## config.mk

```make
export PLATFORM = sky130hd
export DESIGN_NAME = servo_duty_ramp_top
export DESIGN_NICKNAME = d
export VERILOG_FILES = /design/src/design/sdr_pkg.sv /design/src/design/servo_duty_ramp_top.sv /design/src/design/sdr_ctrl.sv /design/src/design/sdr_dpath.sv
export VERILOG_INCLUDE_DIRS = /design/src /design/src/design
export SDC_FILE = /design/constraint.sdc
export NUM_CORES = 1
export LEC_CHECK = 0
export BUFFER_PORTS_ARGS = -buffer_cell sky130_fd_sc_hd__buf_2
export CAP_MARGIN = 10
export CORE_UTILIZATION = 35
export CTS_BUF_LIST = sky130_fd_sc_hd__clkbuf_2 sky130_fd_sc_hd__clkbuf_4 sky130_fd_sc_hd__clkbuf_8
export DETAILED_ROUTE_END_ITERATION = 8
export HOLD_SLACK_MARGIN = 0.1
export MAX_ROUTING_LAYER = met4
export SYNTH_ARGS = -nofsm -noshare
export SYNTH_HDL_FRONTEND = slang
export SYNTH_HIERARCHICAL = 1
export SYNTH_SLANG_ARGS = --single-unit
export TNS_END_PERCENT = 5
```

## constraint.sdc

```tcl
create_clock -name clock -period 7.8 [get_ports clock]
set_input_delay 1.56 -clock clock [delete_from_list [all_inputs] [get_ports clock]]
set_output_delay 1.56 -clock clock [all_outputs]
set_load 0.02 [all_outputs]
```

## src/design/servo_duty_ramp_top_macros.svh

```systemverilog
// Assertion macros shared by the servo duty ramp RTL.
// Included by the modules that carry concurrent checks; no other dependencies.
`ifndef SERVO_DUTY_RAMP_TOP_MACROS_SVH
`define SERVO_DUTY_RAMP_TOP_MACROS_SVH

`ifndef SYNTHESIS

// Same-cycle implication, sampled on the rising clock edge.
`define SDR_ASSERT_IMPL(label, clk, rst, ante, cons) \
   label: assert property (@(posedge clk) disable iff (rst) (ante) |-> (cons)) \
      else $error("servo duty ramp check failed");

// Next-cycle implication, sampled on the rising clock edge.
`define SDR_ASSERT_NEXT(label, clk, rst, ante, cons) \
   label: assert property (@(posedge clk) disable iff (rst) (ante) |=> (cons)) \
      else $error("servo duty ramp check failed");

`else

`define SDR_ASSERT_IMPL(label, clk, rst, ante, cons)
`define SDR_ASSERT_NEXT(label, clk, rst, ante, cons)

`endif

`endif

```

## src/design/sdr_pkg.sv

```systemverilog
// Shared types and constants of the servo duty ramp.
// No dependencies; used by the controller, the datapath and the top level.
package sdr_pkg;

   localparam int DUTY_W = 14;
   localparam int TICK_W = 16;
   localparam int ERR_W  = 16;
   // The error magnitude never exceeds the duty range, so the quotient fits it.
   localparam int DIV_W  = 14;
   localparam int CNT_W  = $clog2(DIV_W);

   typedef enum logic [1:0] {
      OP_TICK  = 2'd0,
      OP_START = 2'd1,
      OP_FORCE = 2'd2,
      OP_NOP   = 2'd3
   } opcode_type;

   // Commands from the controller to the datapath.
   typedef struct packed {
      logic latch;
      logic div_step;
      logic apply;
   } sdr_cmd_type;

   // Status from the datapath to the controller.
   typedef struct packed {
      logic div_last;
   } sdr_sts_type;

endpackage

```

## src/design/servo_duty_ramp_top.sv

```systemverilog
// Servo duty ramp top level: one transaction in flight, one result per transaction.
// Tick, force and no-op are applied straight after accept; start first runs the serial
// divider, one quotient bit per cycle for 14 bits, then applies. The result is registered
// on apply. A stalled result delays the apply of the next transaction. Synchronous
// active-high reset: duty 0, not moving, no result pending. Depends on sdr_pkg,
// sdr_ctrl and sdr_dpath.
module servo_duty_ramp_top #(
   parameter int DUTY_MAX = 10000
) (
   input  logic                       clock,
   input  logic                       reset,
   input  logic                       req_valid,
   output logic                       req_stall,
   input  logic [1:0]                 req_opcode,
   input  logic [sdr_pkg::DUTY_W-1:0] req_target_duty,
   input  logic [sdr_pkg::TICK_W-1:0] req_ramp_ticks,
   output logic                       rsp_valid,
   input  logic                       rsp_stall,
   output logic [sdr_pkg::DUTY_W-1:0] rsp_duty,
   output logic                       rsp_moving,
   output logic                       rsp_rejected
);
   import sdr_pkg::*;

   sdr_cmd_type cmd;
   sdr_sts_type sts;

   sdr_ctrl u_ctrl (
      .clock      (clock),
      .reset      (reset),
      .req_valid  (req_valid),
      .req_stall  (req_stall),
      .req_opcode (req_opcode),
      .rsp_valid  (rsp_valid),
      .rsp_stall  (rsp_stall),
      .cmd        (cmd),
      .sts        (sts)
   );

   sdr_dpath #(
      .DUTY_MAX (DUTY_MAX)
   ) u_dpath (
      .clock           (clock),
      .reset           (reset),
      .req_opcode      (req_opcode),
      .req_target_duty (req_target_duty),
      .req_ramp_ticks  (req_ramp_ticks),
      .cmd             (cmd),
      .sts             (sts),
      .rsp_duty        (rsp_duty),
      .rsp_moving      (rsp_moving),
      .rsp_rejected    (rsp_rejected)
   );

endmodule

```

## src/design/sdr_ctrl.sv

```systemverilog
// Controller of the servo duty ramp: sequences latch, divide and apply.
// Depends on sdr_pkg and servo_duty_ramp_top_macros.svh.
`include "servo_duty_ramp_top_macros.svh"

module sdr_ctrl (
   input  logic                clock,
   input  logic                reset,
   input  logic                req_valid,
   output logic                req_stall,
   input  logic [1:0]          req_opcode,
   output logic                rsp_valid,
   input  logic                rsp_stall,
   output sdr_pkg::sdr_cmd_type cmd,
   input  sdr_pkg::sdr_sts_type sts
);
   import sdr_pkg::*;

   typedef enum logic [1:0] {
      S_IDLE,
      S_DIVIDE,
      S_APPLY
   } state_type;

   state_type state_ff, state_in;
   logic      rsp_valid_ff, rsp_valid_in;
   logic      accept;
   logic      out_free;

   // Decode handshakes and commands
   always_comb begin
      accept       = req_valid && (state_ff == S_IDLE);
      out_free     = !rsp_valid_ff || !rsp_stall;
      cmd.latch    = accept;
      cmd.div_step = (state_ff == S_DIVIDE);
      cmd.apply    = (state_ff == S_APPLY) && out_free;
   end

   // Advance the sequence
   always_comb begin
      state_in     = state_ff;
      rsp_valid_in = rsp_valid_ff;
      if (rsp_valid_ff && !rsp_stall) begin
         rsp_valid_in = 1'b0;
      end
      unique case (state_ff)
         S_IDLE: begin
            if (accept) begin
               state_in = (opcode_type'(req_opcode) == OP_START) ? S_DIVIDE : S_APPLY;
            end
         end
         S_DIVIDE: begin
            if (sts.div_last) begin
               state_in = S_APPLY;
            end
         end
         S_APPLY: begin
            if (out_free) begin
               state_in     = S_IDLE;
               rsp_valid_in = 1'b1;
            end
         end
         default: state_in = S_IDLE;
      endcase
   end

   // Hold state and the result valid flag
   always_ff @(posedge clock) begin
      if (reset) begin
         state_ff     <= S_IDLE;
         rsp_valid_ff <= 1'b0;
      end else begin
         state_ff     <= state_in;
         rsp_valid_ff <= rsp_valid_in;
      end
   end

   assign req_stall = (state_ff != S_IDLE);
   assign rsp_valid = rsp_valid_ff;

   `SDR_ASSERT_NEXT(a_apply_gives_result, clock, reset, cmd.apply, rsp_valid_ff)
   `SDR_ASSERT_NEXT(a_start_divides, clock, reset,
      accept && (opcode_type'(req_opcode) == OP_START), state_ff == S_DIVIDE)
   `SDR_ASSERT_NEXT(a_one_in_flight, clock, reset, accept, req_stall)
   `SDR_ASSERT_NEXT(a_divide_holds, clock, reset,
      (state_ff == S_DIVIDE) && !sts.div_last, state_ff == S_DIVIDE)

endmodule

```

## src/design/sdr_dpath.sv

```systemverilog
// Datapath of the servo duty ramp: ramp state, serial divider, result register.
// Depends on sdr_pkg and servo_duty_ramp_top_macros.svh.
`include "servo_duty_ramp_top_macros.svh"

module sdr_dpath #(
   parameter int DUTY_MAX = 10000
) (
   input  logic                          clock,
   input  logic                          reset,
   input  logic [1:0]                    req_opcode,
   input  logic [sdr_pkg::DUTY_W-1:0]    req_target_duty,
   input  logic [sdr_pkg::TICK_W-1:0]    req_ramp_ticks,
   input  sdr_pkg::sdr_cmd_type          cmd,
   output sdr_pkg::sdr_sts_type          sts,
   output logic [sdr_pkg::DUTY_W-1:0]    rsp_duty,
   output logic                          rsp_moving,
   output logic                          rsp_rejected
);
   import sdr_pkg::*;

   localparam logic [DUTY_W-1:0] DUTY_TOP = DUTY_W'(DUTY_MAX - 1);
   localparam logic signed [DUTY_W+2:0] DUTY_LIM = (DUTY_W+3)'(DUTY_MAX);

   // Architectural ramp state
   logic [DUTY_W-1:0]        cur_ff, cur_in;
   logic [DUTY_W-1:0]        goal_ff, goal_in;
   logic signed [ERR_W-1:0]  step_ff, step_in;
   logic signed [ERR_W-1:0]  rerr_ff, rerr_in;
   logic                     active_ff, active_in;

   // Latched transaction and divider
   opcode_type               op_ff;
   logic [DUTY_W-1:0]        tgt_ff;
   logic [TICK_W-1:0]        ticks_ff;
   logic signed [ERR_W-1:0]  err_ff;
   logic [DIV_W-1:0]         num_ff, num_in;
   logic [TICK_W-1:0]        rem_ff, rem_in;
   logic [CNT_W-1:0]         cnt_ff;

   // Result register
   logic [DUTY_W-1:0]        rsp_duty_ff;
   logic                     rsp_moving_ff;
   logic                     rsp_rejected_ff;

   logic signed [ERR_W-1:0]  err_new;
   logic [DIV_W-1:0]         mag_new;
   logic [TICK_W:0]          rem_sh;
   logic                     ge;
   logic signed [ERR_W-1:0]  quot_s;
   logic signed [ERR_W-1:0]  err_tick;
   logic                     crossed;
   logic signed [DUTY_W+2:0] duty_sum;
   logic                     rej;

   // Form the signed error and its magnitude for the divider
   always_comb begin
      err_new = $signed({2'b00, req_target_duty}) - $signed({2'b00, cur_ff});
      mag_new = err_new[ERR_W-1] ? DIV_W'(-err_new) : DIV_W'(err_new);
   end

   // One restoring division step per cycle
   always_comb begin
      rem_sh = {rem_ff, num_ff[DIV_W-1]};
      ge     = (rem_sh >= {1'b0, ticks_ff});
      rem_in = ge ? TICK_W'(rem_sh - {1'b0, ticks_ff}) : TICK_W'(rem_sh);
      num_in = {num_ff[DIV_W-2:0], ge};
   end

   assign sts.div_last = (cnt_ff == CNT_W'(DIV_W - 1));

   // Latch the transaction and run the divider
   always_ff @(posedge clock) begin
      if (cmd.latch) begin
         op_ff    <= opcode_type'(req_opcode);
         tgt_ff   <= req_target_duty;
         ticks_ff <= (req_ramp_ticks == '0) ? TICK_W'(1) : req_ramp_ticks;
         err_ff   <= err_new;
         num_ff   <= mag_new;
         rem_ff   <= '0;
         cnt_ff   <= '0;
      end else if (cmd.div_step) begin
         num_ff <= num_in;
         rem_ff <= rem_in;
         cnt_ff <= cnt_ff + CNT_W'(1);
      end
   end

   // Compute the state update for the latched transaction
   always_comb begin
      cur_in    = cur_ff;
      goal_in   = goal_ff;
      step_in   = step_ff;
      rerr_in   = rerr_ff;
      active_in = active_ff;
      rej       = 1'b0;
      quot_s    = err_ff[ERR_W-1] ? -$signed({2'b00, num_ff}) : $signed({2'b00, num_ff});
      err_tick  = rerr_ff - step_ff;
      crossed   = (step_ff[ERR_W-1] && !err_tick[ERR_W-1]) ||
                  (!step_ff[ERR_W-1] && (step_ff != '0) &&
                   (err_tick[ERR_W-1] || (err_tick == '0)));
      duty_sum  = $signed({3'b000, cur_ff}) + $signed({step_ff[ERR_W-1], step_ff});
      unique case (op_ff)
         OP_START: begin
            goal_in   = tgt_ff;
            rerr_in   = err_ff;
            active_in = 1'b1;
            if (num_ff == '0) begin
               step_in = (!err_ff[ERR_W-1] && (err_ff != '0)) ? ERR_W'(1) : -ERR_W'(1);
            end else begin
               step_in = quot_s;
            end
         end
         OP_TICK: begin
            if (active_ff) begin
               if (crossed) begin
                  active_in = 1'b0;
                  rerr_in   = '0;
                  cur_in    = goal_ff;
               end else begin
                  rerr_in = err_tick;
                  // Saturate the advanced duty to the legal range
                  priority if (duty_sum[DUTY_W+2]) begin
                     cur_in = '0;
                  end else if (duty_sum >= DUTY_LIM) begin
                     cur_in = DUTY_TOP;
                  end else begin
                     cur_in = duty_sum[DUTY_W-1:0];
                  end
               end
            end
         end
         OP_FORCE: begin
            if (active_ff) begin
               rej = 1'b1;
            end else begin
               cur_in = tgt_ff;
            end
         end
         OP_NOP: begin
         end
         default: begin
         end
      endcase
   end

   // Commit the ramp state on apply
   always_ff @(posedge clock) begin
      if (reset) begin
         cur_ff    <= '0;
         goal_ff   <= '0;
         step_ff   <= '0;
         rerr_ff   <= '0;
         active_ff <= 1'b0;
      end else if (cmd.apply) begin
         cur_ff    <= cur_in;
         goal_ff   <= goal_in;
         step_ff   <= step_in;
         rerr_ff   <= rerr_in;
         active_ff <= active_in;
      end
   end

   // Load the result register on apply
   always_ff @(posedge clock) begin
      if (cmd.apply) begin
         rsp_duty_ff     <= cur_in;
         rsp_moving_ff   <= active_in;
         rsp_rejected_ff <= rej;
      end
   end

   assign rsp_duty     = rsp_duty_ff;
   assign rsp_moving   = rsp_moving_ff;
   assign rsp_rejected = rsp_rejected_ff;

   `SDR_ASSERT_IMPL(a_moving_step_nonzero, clock, reset, active_ff, step_ff != '0)
   `SDR_ASSERT_IMPL(a_idle_error_clear, clock, reset, !active_ff, rerr_ff == '0)
   `SDR_ASSERT_NEXT(a_cross_snaps_goal, clock, reset,
      cmd.apply && (op_ff == OP_TICK) && active_ff && crossed,
      (cur_ff == $past(goal_ff)) && !active_ff)

endmodule
```

# Word level (Yosys, flattened, before mapping)
# Cells that the tools add are included.
dict set report classes {
  muxes 28
  bitwise 0
  addsub 7
  order_cmp 2
  n_reduce_logical 28
  eq_ne 10
  multipliers 0
  shifts 0
  n_div 0
}
# cell n
set op_table {}
lappend op_table {{14-bit two-way mux} 8}
lappend op_table {{16-bit two-way mux} 6}
lappend op_table {{16-bit zero test} 2}
lappend op_table {{16-bit case mux with 2 select lines} 1}
lappend op_table {{16-bit nonzero test} 2}
lappend op_table {{16-bit subtractor} 2}
lappend op_table {{14-bit case mux with 2 select lines} 1}
lappend op_table {{15-bit by 16-bit adder with 17-bit output} 1}
lappend op_table {{17-bit by 15-bit >= comparator with 1-bit output, second input constant} 1}
lappend op_table {{17-bit by 16-bit >= comparator with 1-bit output} 1}
lappend op_table {{14-bit negation with 16-bit output} 1}
lappend op_table {{14-bit by 14-bit subtractor with 15-bit output} 1}
lappend op_table {{14-bit zero test} 1}
lappend op_table {{14-bit negation} 1}
lappend op_table {{2-bit two-way mux} 4}
lappend op_table {{2-bit by 1-bit inequality test with 1-bit output, second input constant} 4}
lappend op_table {{1-bit logical AND} 7}
lappend op_table {{2-bit by 1-bit == test with 1-bit output, second input constant} 3}
lappend op_table {{1-bit two-way mux} 6}
lappend op_table {{2-bit case mux with 3 select lines} 1}
lappend op_table {{3-bit AND reduction} 2}
lappend op_table {{2-bit nonzero test} 3}
lappend op_table {{1-bit zero test} 5}
lappend op_table {{4-bit by 1-bit adder with 4-bit output, second input constant} 1}
lappend op_table {{6 further kinds} 10}
dict set report totals {
  ramBits 0
  out_inout_bits 18
  inputBits 36
  latch_bits 0
  reg_bits 161
  mem_bits_ro 0
  memories 0
}

# Longest topological paths before layout
dict set report logic_depth {
  ltp_word 8
  mapped_depth 15
  mapped_depth_nobuf 14
}

# Modules after synthesis
# The synthesis kept the hierarchy.
# mod area_each_um2 cells_each seq_area_each_um2 n_inst
set by_module_without_submodules {}
lappend by_module_without_submodules {sdr_dpath 10427.5 1189 3933.8 1}
lappend by_module_without_submodules {sdr_ctrl 161.4 21 60.1 1}

# Least setup slack after synthesis
# No wires, ideal clock.
dict set report synth_path {
  kind {input-to-reg}
  startpoint {in req_target_duty[0] in the netlist's numbering}
  endpoint {reg u_dpath.num_ff[13] (data pin)}
  arrival_time_ns 4.051
  slack_ns 3.478
  cell_stages 13
  path_buffers 0
  required_ns 7.529
  setup_time_ns 0.271
  path_cell_list {inv_1 -> ha_1 -> inv_1 -> fa_1 -> a211oi_1 -> o21ai_1 -> a211oi_1 -> o21ai_0 -> xor2_1 -> or2_2 -> o41ai_1 -> xor2_1 -> a21oi_1}
}
dict set report synth_via {
  elab_chain_len 4
}
# element line_no
set synth_rtl {}
lappend synth_rtl {{start: declaration} servo_duty_ramp_top.sv:15} ;# input logic [sdr_pkg::DUTY_W-1:0] req_target_duty,
lappend synth_rtl {{14-bit by 14-bit subtractor with 15-bit output} sdr_dpath.sv:57} ;# err_new = $signed({2'b00, req_target_duty}) - $signed({2'b00, cur_ff});
lappend synth_rtl {{via u_dpath.err_new[10]} sdr_dpath.sv:45} ;# logic signed [ERR_W-1:0] err_new;
lappend synth_rtl {{14-bit negation} sdr_dpath.sv:58} ;# mag_new = err_new[ERR_W-1] ? DIV_W'(-err_new) : DIV_W'(err_new);
lappend synth_rtl {{14-bit two-way mux} sdr_dpath.sv:58}
lappend synth_rtl {{14-bit two-way mux} sdr_dpath.sv:73} ;# if (cmd.latch) begin
lappend synth_rtl {{end signal: assignment} sdr_dpath.sv:78} ;# num_ff <= mag_new;
lappend synth_rtl {{end signal: assignment} sdr_dpath.sv:82} ;# num_ff <= num_in;
lappend synth_rtl {{end: declaration} sdr_dpath.sv:36} ;# logic [DIV_W-1:0] num_ff, num_in;
# The timed path passes the listed nets, and every way through them passes these cells.
# A chain may end at the register's enable or synchronous reset.

# Worst setup path in the final report
dict set report layout_path {
  startpoint {reg u_dpath.step_ff[0]}
  endpoint {reg u_dpath.rsp_duty_ff[12] (netlist: u_dpath/rsp_duty[12]) (data pin)}
}
dict set report layout_via {
  elab_chain_len 8
  word_cells_on_any_way 16
  classes_between {add/sub: 2; order compare: 1; mux: 5; reduce/logical: 8}
}
# element line_no
set layout_rtl {}
lappend layout_rtl {{start: declaration} sdr_dpath.sv:27} ;# logic signed [ERR_W-1:0] step_ff, step_in;
lappend layout_rtl {{start signal: assignment} sdr_dpath.sv:157} ;# step_ff <= step_in;
lappend layout_rtl {{parallel branches: the longest is 5 deep, another holds 15-bit by 16-bit adder with 17-bit output} n/a}
lappend layout_rtl {{14-bit two-way mux (*)} sdr_dpath.sv:115} ;# if (crossed) begin
lappend layout_rtl {{14-bit two-way mux (*)} sdr_dpath.sv:114} ;# if (active_ff) begin
lappend layout_rtl {{14-bit case mux with 2 select lines (*)} sdr_dpath.sv:102} ;# unique case (op_ff)
lappend layout_rtl {{via u_dpath.cur_in[12]} sdr_dpath.sv:25} ;# logic [DUTY_W-1:0] cur_ff, cur_in;
lappend layout_rtl {{end signal: assignment} sdr_dpath.sv:166} ;# rsp_duty_ff <= cur_in;
lappend layout_rtl {{end: declaration} sdr_dpath.sv:41} ;# logic [DUTY_W-1:0] rsp_duty_ff;
# Mark *: on every way through the listed nets, which the timed path passes.

==> key figures <==
Min path
  • Hold Path Class: register to register

Synth
  • Syn avg cell area: 8.751 um2
  • Async S/R FF share, synth: 0
  • Post-synth EDFFs: 77
  • Synth warnings: 6
  • Syn_nets: 1313
  • Cells after Synth: 1210
  • Synth Flop Type: dfxtp_1
  • Most instantiated cells after synthesis: 108 x nor2_1, 101 x a21oi_1, 93 x nand2_1
  • Top cells by area, synth: edfxtp_1 22%, dfxtp_1 16%, ha_1 7.4%
  • Synth Cell Area: 10590 um2
  • Synth top area share: 0.2184
  • Post-synth top area cell: edfxtp_1
  • Yosys reg bits: 161
  • Register area share after synthesis: 0.3772
  • Most frequent cell after synthesis: nor2_1
  • Distinct cells, synth: 79

Clocking
  • Clk_lat worst skew: 0.48 ns
  • TritonCTS buffer count: 17
  • Clk pin slew, worst setup/hold paths: 0.09 ns
  • CTS tree: built
  • CTS resizes: 0
  • CTS max path bufs: 2
  • Root Buffer: clkbuf_8
  • Clock Sinks: 161
  • Hold_buf cts: 0
  • H-tree depth: 4
  • Post-CTS Setup Bufs: 0

Floorplan
  • Die area: 30950 um2
  • Die W: 175.9 um
  • Placement Rows: 63
  • Initial Utilization: 0.3563
  • Die height: 175.9 um
  • Top Ports: 54
  • CORE AREA: 29720 um2

STA
  • Rel. slew slack: 0.2148
  • Final count of hold timing violations: 0
  • Highest Clock Rate: 0.2243 GHz
  • Final Max Slew Viols: 0
  • Crit share post-route: 0.5715
  • Max Clock Skew: 0.01305 ns
  • Final setup viols: 0
  • TNS Setup: 0 ns
  • RSZ-0062 raised after global routing: no
  • Post-route minimum period: 4.458 ns
  • WHS: 0.4614 ns
  • Worst slew pin tran: 1.178 ns

Critical path
  • Highest cell delay on the worst timing path: 0.68 ns
  • Setup Crit Path Kind: register to register
  • Critical path's slowest cell: or2_1
  • CP cell instances: ha_1 > inv_1 > fa_1 > a211oi_2 > o21a_1 > o311ai_0 > a211oi_1 > nand4_1 > nor4b_4 > or2_1 > nor3_1 > o31a_1
  • Worst Path Max Fanout: 17
  • Worst setup SP type: register
  • Critical path arrival: 4.69 ns
  • WP data required: 8.03 ns
  • CP Capture Type: register

Placed design
  • Buffers added on ports: 53
  • Hpwl dp: 22.25 mm
  • Post-Place Cell Area: 11140 um2
  • Final RePlAce weighted congestion: 0.9338

Finish
  • Final nets: 1326
  • Final Instance Area: 11520 um2
  • Share of layout cells above drive strength 1: 0.09951
  • Diode count: 0
  • Final core utilization: 0.3877
  • Synthesis-to-layout area growth: 8.815%

Route
  • Drt pass-1 iters: 6
  • DRT iter0 DRCs: 800
  • Vias: 9226
  • Final ANT Viol Nets: 0
  • WL/cell: 18.38 um
  • DR DRC count: 0
  • Vias per cell: 5.674
  • WL final: 29.88 mm

Global routing
  • Global-route wire length before repair: 47.35 mm
  • Vias in the first global route: 8582
  • GRT Total Usage: 0.2026
  • Pin count of the biggest net entering global routing: 66
  • Antenna violations before repair: 0
  • Total global routing overflow: 0

Power
  • Standby leakage power: 0.004253 uW
  • Worst vdd ir: 0.1196 mV
  • Power Density: 201.9 nW/um2
  • Tot Pwr: 2326 uW

Status
  • Outcome: finished, final reports clean

Run
  • Max-cap violations: 0
layer usage:
layer,part of all wire,track usage,vias up
li1,-,-,4512
met1,0.44,0.2535,4358
met2,0.48,0.3333,319
met3,0.058,0.02907,37
met4,0.022,0.07065,0
met5,0,-,-
cell families after synthesis:
| logic type | count (synthesis) | share of synthesized area |
|---|---|---|
| AO/OA/AOI/OAI | 389 | 0.2525 |
| AND/OR/NAND/NOR | 361 | 0.1657 |
| flip-flops | 161 | 0.3772 |
| buffers and inverters | 158 | 0.05955 |
| adder cells (fa/ha/maj) | 67 | 0.08200 |
| XOR/XNOR | 59 | 0.04880 |
| multiplexers | 15 | 0.01430 |
critical path, delay by kind of cell (launching register included):
family	cells	cell delay, ns
DFF	1	0.48
AOI/OAI and AO/OA	5	1.31
buffers and inverters	1	0.05
and+or+nand+nor	4	1.71
adders and majority gates	2	0.65
final cells by class:
cell class,count,area [um2]
clock buffers,19,261.5
flip-flops and latches,161,3994
fillers,2997,18200
clock inverters,13,111.4
multi-input cells,891,5986
inverters,87,326.6
well taps,390,488.0
repair buffers,65,355.3
stage by stage:
stage / setup WS [ns] / cells
after global routing: 3.042 / 1626
after floorplan: 3.478 / 1210
after detailed placement: 2.882 / 1593
final: 3.342 / 1626
after global placement: 3.031 / 1593
after CTS: 3.389 / 1625
state kept, by name (all words and copies together) (netlist names):
name / flops
u_dpath/rerr_ff: 16
u_ctrl/state_ff: 2
u_dpath/num_ff: 14
u_dpath/step_ff: 16
u_dpath/tgt_ff: 14
u_dpath/op_ff: 2
u_dpath/ticks_ff: 16
u_dpath/rem_ff: 16
u_dpath/rsp_rejected: 1
u_ctrl/rsp_valid: 1
u_dpath/active_ff: 1
u_dpath/cur_ff: 14
u_dpath/rsp_duty: 14
u_dpath/goal_ff: 14
u_dpath/cnt_ff: 4
u_dpath/err_ff: 15
u_dpath/rsp_moving: 1
cell usage in the layout, fill, tap and decap left out, types with 10 or more instances in the layout:
cell type,instances
o31ai_1,10
clkbuf_8,19
or3_1,13
buf_4,12
buf_2,53
a21o_1,16
o21a_1,23
xor2_1,25
a211oi_1,30
nor4_1,15
dfxtp_1,84
a21oi_1,100
o21ai_0,50
nand2_1,93
nor2b_1,13
o211ai_1,14
ha_1,63
nand3_1,17
a31oi_1,11
xnor2_1,34
nand2b_1,19
nor3_1,31
o31a_1,10
edfxtp_1,77
inv_1,85
o22ai_1,23
a221oi_1,19
mux2i_1,14
nor2_1,106
path summary, 6_finish.rpt:
kind | startpoint | end | slack [ns] | cells past startpoint
worst min-delay path | u_dpath/goal_ff[7] | u_dpath/goal_ff[7] | 0.46 | 2
worst max-delay path | u_dpath/step_ff[0] | u_dpath/rsp_duty[12] | 3.34 | 12
worst max register to register | u_dpath/step_ff[0] | u_dpath/rsp_duty[12] | 3.34 | 12
worst min register to register | u_dpath/goal_ff[7] | u_dpath/goal_ff[7] | 0.46 | 2
report_power, final:
group / switching [uW] / leakage [uW] / total [uW] / internal [uW]
Sequential: 67.4 / 0.00142 / 1030 / 967
Combinational: 426 / 0.00265 / 686 / 260
Clock: 338 / 0.000185 / 605 / 268
No activity file was read; power rests on OpenSTA's default activity.
